## src/sv/gwm_pkg.sv

```systemverilog
// Shared types, constants and helpers for the glob wildcard matcher.
// No dependencies; every other file of the block but gwm_checker imports this package.
`timescale 1ns / 1ps

package gwm_pkg;

  localparam int MAX_TOKENS  = 64;
  localparam int CNT_W       = $clog2(MAX_TOKENS + 1);
  localparam int POS_W       = $clog2(MAX_TOKENS);
  localparam int QUEUE_DEPTH = 2;
  localparam int QPTR_W      = $clog2(QUEUE_DEPTH);
  localparam int QCNT_W      = $clog2(QUEUE_DEPTH + 1);

  localparam logic [7:0] CH_STAR = 8'h2A;
  localparam logic [7:0] CH_QUES = 8'h3F;
  localparam logic [7:0] CH_BSL  = 8'h5C;
  localparam logic [7:0] CH_UP_A = 8'h41;
  localparam logic [7:0] CH_UP_Z = 8'h5A;
  localparam logic [7:0] CASE_OFS = 8'h20;

  typedef enum logic [1:0] {
    OP_NEW  = 2'd0,
    OP_PAT  = 2'd1,
    OP_DATA = 2'd2,
    OP_END  = 2'd3
  } op_e;

  typedef enum logic [1:0] {
    KIND_LIT = 2'd0,
    KIND_ONE = 2'd1,
    KIND_ANY = 2'd2
  } kind_e;

  typedef enum logic [1:0] {
    CMD_NEW  = 2'd0,
    CMD_ADD  = 2'd1,
    CMD_DATA = 2'd2,
    CMD_END  = 2'd3
  } cmd_e;

  typedef struct packed {
    cmd_e       cmd;
    logic       wr_tok;
    logic       set_ovf;
    kind_e      kind;
    logic [7:0] ch;
  } cmd_t;

  typedef struct packed {
    logic matched;
    logic status;
  } res_t;

  function automatic logic [7:0] fold_case(input logic [7:0] c, input logic cs);
    logic [7:0] r;
    r = c;
    if (!cs && (c inside {[CH_UP_A:CH_UP_Z]})) begin
      r = c + CASE_OFS;
    end
    return r;
  endfunction

endpackage

```

## src/sv/glob_wildcard_matcher_top.sv

```systemverilog
// Top level of the glob wildcard matcher: front end, command queue, back end.
// Throughput is one beat per cycle while the command queue is not full; the back end settles one command per cycle
// unless an end-of-data command waits on a full result queue. An end-of-data beat is written to the command queue,
// then its result to the two-entry result queue, and it waits while that result queue is full.
// Reset is asynchronous and active low; it clears the pattern, the case-sensitive
// register and both queues, and the block accepts beats on the first cycle after.
`timescale 1ns / 1ps

module glob_wildcard_matcher_top import gwm_pkg::*; (
  input  logic       clk_i,
  input  logic       rst_ni,
  input  logic       push,
  output logic       full,
  input  logic [1:0] op_i,
  input  logic [7:0] char_byte_i,
  output logic       empty,
  input  logic       pop,
  output logic       matched_o,
  output logic       status_o,
  input  logic       cfg_we_i,
  input  logic       cfg_wdata_i
);

  logic q_wr;
  cmd_t q_wdata;
  logic q_valid;
  logic q_rd;
  cmd_t q_rdata;

  gwm_front u_front (
    .clk_i       (clk_i),
    .rst_ni      (rst_ni),
    .push        (push),
    .op_i        (op_i),
    .char_byte_i (char_byte_i),
    .q_full_i    (full),
    .q_wr_o      (q_wr),
    .q_data_o    (q_wdata)
  );

  gwm_cmd_queue u_queue (
    .clk_i   (clk_i),
    .rst_ni  (rst_ni),
    .wr_i    (q_wr),
    .wdata_i (q_wdata),
    .full_o  (full),
    .valid_o (q_valid),
    .rd_i    (q_rd),
    .rdata_o (q_rdata)
  );

  gwm_back u_back (
    .clk_i       (clk_i),
    .rst_ni      (rst_ni),
    .cfg_we_i    (cfg_we_i),
    .cfg_wdata_i (cfg_wdata_i),
    .cmd_valid_i (q_valid),
    .cmd_i       (q_rdata),
    .cmd_rd_o    (q_rd),
    .empty       (empty),
    .pop         (pop),
    .matched_o   (matched_o),
    .status_o    (status_o)
  );

endmodule

```

## src/sv/gwm_front.sv

```systemverilog
// Front end: accepts input beats and turns them into back-end commands.
// Tracks escapes, star collapsing and the token count. Depends on gwm_pkg.
`timescale 1ns / 1ps

module gwm_front import gwm_pkg::*; (
  input  logic       clk_i,
  input  logic       rst_ni,
  input  logic       push,
  input  logic [1:0] op_i,
  input  logic [7:0] char_byte_i,
  input  logic       q_full_i,
  output logic       q_wr_o,
  output cmd_t       q_data_o
);

  logic [CNT_W-1:0] cnt_q, cnt_d;
  logic             esc_q, esc_d;
  logic             last_star_q, last_star_d;
  logic             accept;
  logic             add_tok;
  kind_e            add_kind;
  logic [7:0]       add_ch;

  assign accept = push && !q_full_i;
  assign q_wr_o = accept;

  always_comb begin
    cnt_d       = cnt_q;
    esc_d       = esc_q;
    last_star_d = last_star_q;
    add_tok     = 1'b0;
    add_kind    = KIND_LIT;
    add_ch      = char_byte_i;
    q_data_o    = '{cmd: CMD_DATA, wr_tok: 1'b0, set_ovf: 1'b0, kind: KIND_LIT,
                    ch: char_byte_i};
    case (op_e'(op_i))
      OP_NEW: begin
        q_data_o.cmd = CMD_NEW;
        cnt_d        = '0;
        esc_d        = 1'b0;
        last_star_d  = 1'b0;
      end
      OP_PAT: begin
        q_data_o.cmd = CMD_ADD;
        if (esc_q) begin
          esc_d   = 1'b0;
          add_tok = 1'b1;
        end else if (char_byte_i == CH_BSL) begin
          esc_d = 1'b1;
        end else if (char_byte_i == CH_STAR) begin
          add_tok  = !last_star_q;
          add_kind = KIND_ANY;
          add_ch   = '0;
        end else if (char_byte_i == CH_QUES) begin
          add_tok  = 1'b1;
          add_kind = KIND_ONE;
          add_ch   = '0;
        end else begin
          add_tok = 1'b1;
        end
        if (add_tok) begin
          if (cnt_q >= CNT_W'(MAX_TOKENS)) begin
            q_data_o.set_ovf = 1'b1;
          end else begin
            q_data_o.wr_tok = 1'b1;
            cnt_d           = cnt_q + CNT_W'(1);
            last_star_d     = (add_kind == KIND_ANY);
          end
        end
        q_data_o.kind = add_kind;
        q_data_o.ch   = add_ch;
      end
      OP_DATA: begin
        q_data_o.cmd = CMD_DATA;
      end
      OP_END: begin
        q_data_o.cmd = CMD_END;
      end
      default: begin
        q_data_o.cmd = CMD_END;
      end
    endcase
  end

  always_ff @(posedge clk_i or negedge rst_ni) begin
    if (!rst_ni) begin
      cnt_q       <= '0;
      esc_q       <= 1'b0;
      last_star_q <= 1'b0;
    end else if (accept) begin
      cnt_q       <= cnt_d;
      esc_q       <= esc_d;
      last_star_q <= last_star_d;
    end
  end

endmodule

```

## src/sv/gwm_cmd_queue.sv

```systemverilog
// Two-entry command queue between the front end and the back end.
// Depends on gwm_pkg for the command type and queue sizing.
`timescale 1ns / 1ps

module gwm_cmd_queue import gwm_pkg::*; (
  input  logic clk_i,
  input  logic rst_ni,
  input  logic wr_i,
  input  cmd_t wdata_i,
  output logic full_o,
  output logic valid_o,
  input  logic rd_i,
  output cmd_t rdata_o
);

  cmd_t              mem_q [QUEUE_DEPTH];
  logic [QPTR_W-1:0] wptr_q, rptr_q;
  logic [QCNT_W-1:0] cnt_q;
  logic              do_wr, do_rd;

  assign full_o  = (cnt_q == QCNT_W'(QUEUE_DEPTH));
  assign valid_o = (cnt_q != '0);
  assign rdata_o = mem_q[rptr_q];
  assign do_wr   = wr_i && !full_o;
  assign do_rd   = rd_i && valid_o;

  always_ff @(posedge clk_i) begin
    if (do_wr) begin
      mem_q[wptr_q] <= wdata_i;
    end
  end

  always_ff @(posedge clk_i or negedge rst_ni) begin
    if (!rst_ni) begin
      wptr_q <= '0;
      rptr_q <= '0;
      cnt_q  <= '0;
    end else begin
      if (do_wr) begin
        wptr_q <= wptr_q + QPTR_W'(1);
      end
      if (do_rd) begin
        rptr_q <= rptr_q + QPTR_W'(1);
      end
      if (do_wr && !do_rd) begin
        cnt_q <= cnt_q + QCNT_W'(1);
      end else if (do_rd && !do_wr) begin
        cnt_q <= cnt_q - QCNT_W'(1);
      end
    end
  end

endmodule

```

## src/sv/gwm_back.sv

```systemverilog
// Back end: token store, active-position vector and the result queue.
// Advances all positions in one step per data byte. Depends on gwm_pkg.
`timescale 1ns / 1ps

module gwm_back import gwm_pkg::*; (
  input  logic clk_i,
  input  logic rst_ni,
  input  logic cfg_we_i,
  input  logic cfg_wdata_i,
  input  logic cmd_valid_i,
  input  cmd_t cmd_i,
  output logic cmd_rd_o,
  output logic empty,
  input  logic pop,
  output logic matched_o,
  output logic status_o
);

  kind_e             kind_q [MAX_TOKENS];
  logic [7:0]        lit_q  [MAX_TOKENS];
  logic [CNT_W-1:0]  cnt_q;
  logic              ovf_q;
  logic              cs_q;
  logic [MAX_TOKENS:0] act_q, act_d, cur, nxt;
  logic [MAX_TOKENS-1:0] lane_v, star, adv;
  logic [7:0]        data_f;
  logic              fire;
  logic              hit;

  res_t              res_q [QUEUE_DEPTH];
  logic [QPTR_W-1:0] res_wptr_q, res_rptr_q;
  logic [QCNT_W-1:0] res_cnt_q;
  logic              res_full, res_wr, res_rd;

  assign res_full = (res_cnt_q == QCNT_W'(QUEUE_DEPTH));
  assign empty    = (res_cnt_q == '0);
  assign res_rd   = pop && !empty;
  assign matched_o = res_q[res_rptr_q].matched;
  assign status_o  = res_q[res_rptr_q].status;

  assign fire     = cmd_valid_i && !((cmd_i.cmd == CMD_END) && res_full);
  assign cmd_rd_o = fire;
  assign res_wr   = fire && (cmd_i.cmd == CMD_END);
  assign data_f   = fold_case(cmd_i.ch, cs_q);

  always_comb begin
    for (int i = 0; i < MAX_TOKENS; i++) begin
      lane_v[i] = (CNT_W'(i) < cnt_q);
      star[i]   = lane_v[i] && (kind_q[i] == KIND_ANY);
      adv[i]    = lane_v[i] && ((kind_q[i] == KIND_ONE) ||
                  ((kind_q[i] == KIND_LIT) && (fold_case(lit_q[i], cs_q) == data_f)));
    end
  end

  // Stars never sit next to each other in the store, so one level of
  // closure is enough.
  always_comb begin
    cur = act_q;
    for (int i = 0; i < MAX_TOKENS; i++) begin
      cur[i+1] = act_q[i+1] | (act_q[i] & star[i]);
    end
    nxt = '0;
    for (int i = 0; i < MAX_TOKENS; i++) begin
      nxt[i]   = nxt[i] | (cur[i] & star[i]);
      nxt[i+1] = nxt[i+1] | (cur[i] & adv[i]);
    end
  end

  assign hit = !ovf_q && cur[cnt_q];

  always_comb begin
    act_d = act_q;
    if (fire) begin
      if (cmd_i.cmd == CMD_DATA) begin
        act_d = nxt;
      end else begin
        act_d = (MAX_TOKENS+1)'(1);
      end
    end
  end

  always_ff @(posedge clk_i) begin
    if (fire && (cmd_i.cmd == CMD_ADD) && cmd_i.wr_tok) begin
      kind_q[cnt_q[POS_W-1:0]] <= cmd_i.kind;
      lit_q[cnt_q[POS_W-1:0]]  <= cmd_i.ch;
    end
    if (res_wr) begin
      res_q[res_wptr_q] <= '{matched: hit, status: ovf_q};
    end
  end

  always_ff @(posedge clk_i or negedge rst_ni) begin
    if (!rst_ni) begin
      cnt_q      <= '0;
      ovf_q      <= 1'b0;
      cs_q       <= 1'b0;
      act_q      <= (MAX_TOKENS+1)'(1);
      res_wptr_q <= '0;
      res_rptr_q <= '0;
      res_cnt_q  <= '0;
    end else begin
      act_q <= act_d;
      if (cfg_we_i) begin
        cs_q <= cfg_wdata_i;
      end
      if (fire) begin
        case (cmd_i.cmd)
          CMD_NEW: begin
            cnt_q <= '0;
            ovf_q <= 1'b0;
          end
          CMD_ADD: begin
            if (cmd_i.wr_tok) begin
              cnt_q <= cnt_q + CNT_W'(1);
            end
            if (cmd_i.set_ovf) begin
              ovf_q <= 1'b1;
            end
          end
          default: begin
          end
        endcase
      end
      if (res_wr) begin
        res_wptr_q <= res_wptr_q + QPTR_W'(1);
      end
      if (res_rd) begin
        res_rptr_q <= res_rptr_q + QPTR_W'(1);
      end
      if (res_wr && !res_rd) begin
        res_cnt_q <= res_cnt_q + QCNT_W'(1);
      end else if (res_rd && !res_wr) begin
        res_cnt_q <= res_cnt_q - QCNT_W'(1);
      end
    end
  end

endmodule

```

## config.mk

```make
export PLATFORM = sky130hd
export DESIGN_NAME = glob_wildcard_matcher_top
export DESIGN_NICKNAME = d
export VERILOG_FILES = /design/src/sv/gwm_pkg.sv /design/src/sv/glob_wildcard_matcher_top.sv /design/src/sv/gwm_front.sv /design/src/sv/gwm_cmd_queue.sv /design/src/sv/gwm_back.sv
export SDC_FILE = /design/constraint.sdc
export NUM_CORES = 1
export LEC_CHECK = 0
export ABC_AREA = 1
export BUFFER_PORTS_ARGS = -buffer_cell sky130_fd_sc_hd__buf_2
export CORE_MARGIN = 4
export CORE_UTILIZATION = 45
export CTS_CLUSTER_SIZE = 12
export DETAILED_ROUTE_END_ITERATION = 8
export PLACE_DENSITY = 0.66
export SYNTH_ARGS = -nofsm -noshare
export SYNTH_HDL_FRONTEND = slang
export SYNTH_SLANG_ARGS = --single-unit
```

## constraint.sdc

```tcl
create_clock -name clk_i -period 5.45 [get_ports clk_i]
set_clock_uncertainty 0.1 [all_clocks]
set_input_delay 1.09 -clock clk_i [delete_from_list [all_inputs] [get_ports clk_i]]
set_output_delay 1.09 -clock clk_i [all_outputs]
set_load 0.05 [all_outputs]
```

# Yosys cells after proc, flatten, opt, wreduce, memory -nomap -nowiden

Memories as Yosys holds them, arrays and structs flattened.
Index checks and enable logic that the tools add are counted.

Input bits: 16
Register bits: 91
Memories: 4
Bits in writable memories: 672

Memories:

| memory        | depth | bits a word | read ports | clocked after memory_dff | wr ports | RTL line            | text |
|---|---|---|---|---|---|---|---|
| u_back.lit_q  | 64    | 8           | 64         | 0                        | 1        | gwm_back.sv:20      | `logic [7:0] lit_q [MAX_TOKENS];` |
| u_back.kind_q | 64    | 2           | 64         | 0                        | 1        | gwm_back.sv:19      | `kind_e kind_q [MAX_TOKENS];` |
| u_queue.mem_q | 2     | 14          | 1          | 0                        | 1        | gwm_cmd_queue.sv:16 | `cmd_t mem_q [QUEUE_DEPTH];` |
| u_back.res_q  | 2     | 2           | 1          | 0                        | 1        | gwm_back.sv:30      | `res_t res_q [QUEUE_DEPTH];` |

Order comparisons: 196
Eq/ne operators: 208
Bitwise gates (word level): 318
Mux-type cells: 109
Reduce and logical (&&, ||, !) cells: 486
Add/sub/neg operators: 75

Operators with widths:

| operator            | number |
|---|---|
| $mux 8              | 69 |
| $add 8x6->8 const B | 65 |
| $ge 8x7->1 const B  | 65 |
| $le 8x7->1 const B  | 65 |
| $eq 8x8->1          | 64 |
| $logic_and 1x1->1   | 336 |
| $lt 6x7->1 const A  | 32 |
| $and 1x1->1         | 191 |
| $eq 2x2->1 const B  | 71 |
| $logic_not 2->1     | 67 |
| $eq 2x1->1 const B  | 66 |
| $or 1x1->1          | 127 |
| $lt 5x7->1 const A  | 16 |
| $mux 65             | 1 |
| $logic_or 1x1->1    | 64 |
| $lt 4x7->1 const A  | 8 |
| $lt 3x7->1 const A  | 4 |
| $pmux 7 s2          | 2 |
| $mux 7              | 3 |
| $mux 1              | 19 |
| $mux 2              | 9 |
| $eq 8x6->1 const B  | 2 |
| $add 7x1->7 const B | 2 |
| $lt 1x7->1 const A  | 2 |
| other kinds (18)    | 42 |

# Logic depth before layout (Yosys ltp)

An unclocked memory read counts as a cell.

Depth after elaboration: 12
Gate-level depth with buffers: 24
Gate-level depth less buffers: 19

# Hierarchy

From an unflattened synthesis, not the netlist that was laid out.

Cells, all modules: 4,669
Area total of the unflattened synthesis: 41,229.5 sq um

Modules (own cells, without submodules):

| module        | cells an instance | instances | area each (sq um) |
|---|---|---|---|
| gwm_back      | 4,438             | 1         | 39,120.0 |
| gwm_cmd_queue | 105               | 1         | 1,270.0 |
| gwm_front     | 126               | 1         | 839.6 |

# Worst setup path after synthesis

No wires, ideal clock.

Path kind: register to register
From: reg u_queue.rptr_q
To: reg u_back.act_q[28]
Buffers on the path: 5
Data arrival time: 3.711 ns
Required time: 5.233 ns
Cell stages (with the launch flop): 22
Slack: 1.522 ns
Library setup time: 0.117 ns
Cell sequence: dfrtp_1 buf_6 inv_4 buf_6 nand2_1 nand2_2 clkbuf_1 buf_1 ha_1 inv_1 nand4_4 nand2_2 buf_2 nand2_1 nand2_1 inv_1 nand2_1 nand2_1 nand2_1 nand2_1 nand2_1 nand2_1

RTL lines:

| item                   | RTL line            | text |
|---|---|---|
| from (decl)            | gwm_cmd_queue.sv:17 | `logic [QPTR_W-1:0] wptr_q, rptr_q;` |
| from (signal assigned) | gwm_cmd_queue.sv:43 | `rptr_q <= rptr_q + QPTR_W'(1);` |
| to (signal assigned)   | gwm_back.sv:97      | `act_q <= (MAX_TOKENS+1)'(1);` |
| to (signal assigned)   | gwm_back.sv:102     | `act_q <= act_d;` |
| to (decl)              | gwm_back.sv:24      | `logic [MAX_TOKENS:0] act_q, act_d, cur, nxt;` |

# Final worst setup path

From: reg u_queue.rptr_q
To: mem u_back.lit_q[1][2], enable pin

Longest elaborated chain between the ends: 9
Elaborated cells on any way between the ends: 10

Ends and longest elaborated chain:

| item                           | RTL line       | text |
|---|---|---|
| $mem_v2 2x14 *                 | n/a            |  |
| $eq 2x2->1                     | gwm_back.sv:41 | `assign fire = cmd_valid_i && !((cmd_i.cmd == CMD_END) && res_full);` |
| $logic_and 1x1->1              | gwm_back.sv:41 |  |
| $logic_not 1->1                | gwm_back.sv:41 |  |
| $logic_and 1x1->1              | gwm_back.sv:41 |  |
| $logic_and 1x1->1              | gwm_back.sv:83 | `if (fire && (cmd_i.cmd == CMD_ADD) && cmd_i.wr_tok) begin` |
| $logic_and 1x1->1 *            | gwm_back.sv:83 |  |
| $mux 1 *                       | gwm_back.sv:83 |  |
| $mux 1 (not written as such) * | gwm_back.sv:85 | `lit_q[cnt_q[POS_W-1:0]] <= cmd_i.ch;` |
| to (decl)                      | gwm_back.sv:20 |  |

Every way passes the cells marked *; elsewhere a longest branch is shown, timed or not.

==> flow_metrics.py <==
metrics = {
    "status": {
        "status": "finished, final reports clean",
    },
    "placed_design": {
        "place_inst": 6378,
        "gp_congestion": 0.957,
        "dp_hpwl_um": 76600,
        "port_buffers": 19,
        "place_area_um2": 44300,
    },
    "power": {
        "power_uw": 19600,
        "ir_drop_mv": 0.497,
        "p_per_area_nw_per_um2": 417,
        "p_leak_uw": 0.0208,
    },
    "floorplanning": {
        "die-area_um2": 100000,
        "fp.dieW_um": 316,
        "num_rows": 112,
        "start_util": 0.456,
        "dieHeight_um": 316,
        "core-area_um2": 93700,
        "ios": 20,
    },
    "timing": {
        "rsz0062_at_grt": "no",
        "clock.fmax_mhz": 229,
        "fin_tns_setup_ns": 0,
        "setup_viol": 0,
        "finalCritPeriodShare": 0.802,
        "holdWs_ns": 0.379,
        "layout_min_cycle_time_ns": 4.37,
        "slew-limit-headroom": 0.186,
        "finalHoldViolCount": 0,
        "slew_viol_final": 0,
        "worstMarginPinSlew_ns": 1.22,
    },
    "worst_setup_path": {
        "path_max_fanout": 19,
        "crit_path_end_kind": "register",
        "crit_required_ns": 5.59,
        "critPathArrivalTime_ns": 4.51,
        "path_delay_family": "simple AND/OR/NAND/NOR gates",
        "critPathBufInv": 4,
        "crit_path_end": "u_back.lit_q[1][2]",
        "ff2ff_path_depth": 10,
        "cp-startpoint": "u_queue.rptr_q",
        "cp_num_cells": 10,
        "crit_type": "reg2reg",
        "crit_slowest_cell": "nor2_1",
        "r2r_end": "u_back.lit_q[1][2]",
        "crit_chain": "inv_4 > or2_2 > o21ai_1 > inv_1 > nor2_1 > inv_1 > nor3_2 > buf_4 > nand2_1 > nor2_1",
        "timing.rr.start": "u_queue.rptr_q",
        "max_stage_delay_ns": 1.03,
        "r2r_setup_slack_ns": 1.08,
        "worst_setup_path_start_kind": "register",
    },
    "cts": {
        "cts_buffers": 84,
        "clk_path_buf_depth": 3,
        "clock_sinks": 763,
        "path_clk_slew_ns": 0.06,
        "cts_resized": 0,
        "cts_max_level": 3,
        "hold_buffers": 0,
        "post_cts_buffers": 0,
        "cts-root-buf": "clkbuf_16",
        "worstSkewPairLatency_ns": 0.64,
        "tritoncts": "yes",
    },
    "logic_synthesis": {
        "synth_warnings": 0,
        "ys_seq_area_frac": 0.525,
        "ys_ff_latch": 763,
        "synth.distinct_cells": 46,
        "syn_inst": 5195,
        "synth_area_um2": 42700,
        "avgSynthCellArea_um2": 8.23,
        "synth_nets": 5281,
    },
    "global_routing": {
        "met1_usage": 0.324,
        "overflow": 0,
        "top_usage_layer": "met2",
        "grt_max_degree": 104,
        "met3_usage": 0.0371,
        "grt_pass1_vias": 33300,
        "track_usage": 0.242,
        "grt_util_met2": 0.401,
        "antenna_found_initial": 2,
        "grt_pass1_wl_um": 187000,
    },
    "routing": {
        "vias": 35300,
        "routed_via_density": 5.40,
        "drcViolationCount": 0,
        "first_pass_iters": 6,
        "dr.first_iter.drc_count": 3503,
        "routedWlPerCell_um": 18.8,
        "routed_wl_um": 123000,
        "antenna_left": 0,
    },
    "finish": {
        "layout_commonest_cell": "nand2_1",
        "final_cells": 6530,
        "register_area_um2": 22500,
        "area_delta_synth_final_pct": 10.0,
        "post_route_cells_drive_above_1_share": 0.0550,
        "fill_cells": 8691,
        "fin_nets": 5296,
        "num_antenna_cells": 0,
        "final_cell_mix": "nand2_1, inv_1, edfxtp_1",
        "multi_input_area_um2": 16800,
        "stdcell_area_um2": 47000,
    },
    "min_path": {
        "hold_path.class": "reg2reg",
        "hp-start": "u_back.act_q[58]",
    },
    "flow_run": {
        "cap_violations": 0,
    },
}
-- registers in the layout, summed over array words and instances (netlist names) --
name / count
u_back.res_rptr_q: 1
u_front.cnt_q: 7
u_back.cs_q: 1
u_back.res_q: 4
u_front.esc_q: 1
u_front.last_star_q: 1
u_queue.cnt_q: 2
u_back.kind_q: 128
u_back.act_q: 65
u_back.res_cnt_q: 2
u_queue.rptr_q: 1
u_back.res_wptr_q: 1
u_back.ovf_q: 1
u_back.cnt_q: 7
u_queue.mem_q: 28
u_back.lit_q: 512
u_queue.wptr_q: 1
-- layout make-up --
class	count	area share
timing repair buffer	84	0.0135
multi-input combinational	3500	0.356
inverter	777	0.0621
clock inverter	25	0.00479
sequential	763	0.477
clock buffer	127	0.0525
tap	1254	0.0334
-- kinds of logic after synthesis --
family | synth area share
buffers and inverters | 0.0850
AO/OA/AOI/OAI | 0.0286
adder cells (fa/ha/maj) | 0.0205
flip-flops | 0.525
AND/OR/NAND/NOR | 0.308
XOR/XNOR | 0.0322
multiplexers | 0.000263
-- stage by stage --
step           setup slack, ns   util
2_1_floorplan             1.52      -
3_3_place_gp              1.28  0.473
3_5_place_dp              1.15  0.473
4_1_cts                   1.15  0.502
5_1_grt                  0.929  0.502
6_report                  1.08  0.502
-- worst register-to-register path, cell delays in order, from the launching register on --
cell,delay (ns)
dfrtp_1,0.77
inv_4,0.18
or2_2,0.32
o21ai_1,0.17
inv_1,0.14
nor2_1,0.11
inv_1,0.06
nor3_2,0.29
buf_4,0.26
nand2_1,0.55
nor2_1,1.03
-- worst min-delay path by stage --
| stage | endpoint | slack [ns] | depth (start not counted) |
|---|---|---|---|
| 5_1_grt | u_back.act_q[58] | 0.40 | 2 |
| 2_1_floorplan | u_back.act_q[64] | 0.34 | 2 |
| 3_3_place_gp | u_back.act_q[58] | 0.36 | 2 |
| 3_5_place_dp | u_back.act_q[14] | 0.36 | 2 |
| 6_report | u_back.act_q[58] | 0.38 | 2 |
| 4_1_cts | u_back.act_q[46] | 0.38 | 2 |
-- cells in the mapped netlist (all sizes together) --
library cell  instances  area share
nand2              1670        0.15
inv                 770       0.068
edfxtp              672        0.47
nand3               487       0.057
nor2                472       0.042
nand4               185       0.027
nor3                146       0.017
xor2                104       0.021
dfrtp                90       0.053
buf                  78      0.0099
clkbuf               77      0.0068
o21ai                75      0.0088
ha                   70       0.020
or2                  55      0.0080
xnor2                53       0.011
a21oi                45      0.0055
o22ai                27      0.0040
o2111ai              26      0.0053
nand3b               22      0.0039
nor4                 21      0.0031
o21bai               12      0.0021
clkinv                7     0.00061
nor3b                 6      0.0011
a21o                  5     0.00088
and3                  5     0.00073
and3b                 4     0.00082
a221oi                3     0.00061
o31ai                 3     0.00053
a2111oi               1     0.00020
a211oi                1     0.00047
a31o                  1     0.00020
dfstp                 1     0.00061
mux2                  1     0.00026
-- power breakdown --
group | switching (uW) | internal, uW | leakage (uW)
sequential | 116 | 7290 | 0.00731
clock | 2310 | 3310 | 0.00132
combinational | 5070 | 1510 | 0.0122
-- metal layers --
metal / up-vias / part of all wire
met1: 16600 / 0.42
li1: 17000 / -
met3: 267 / 0.082
met4: 2 / 0.037
met2: 1408 / 0.46
met5: - / 0.00011
(Power assumes the default switching activity.)
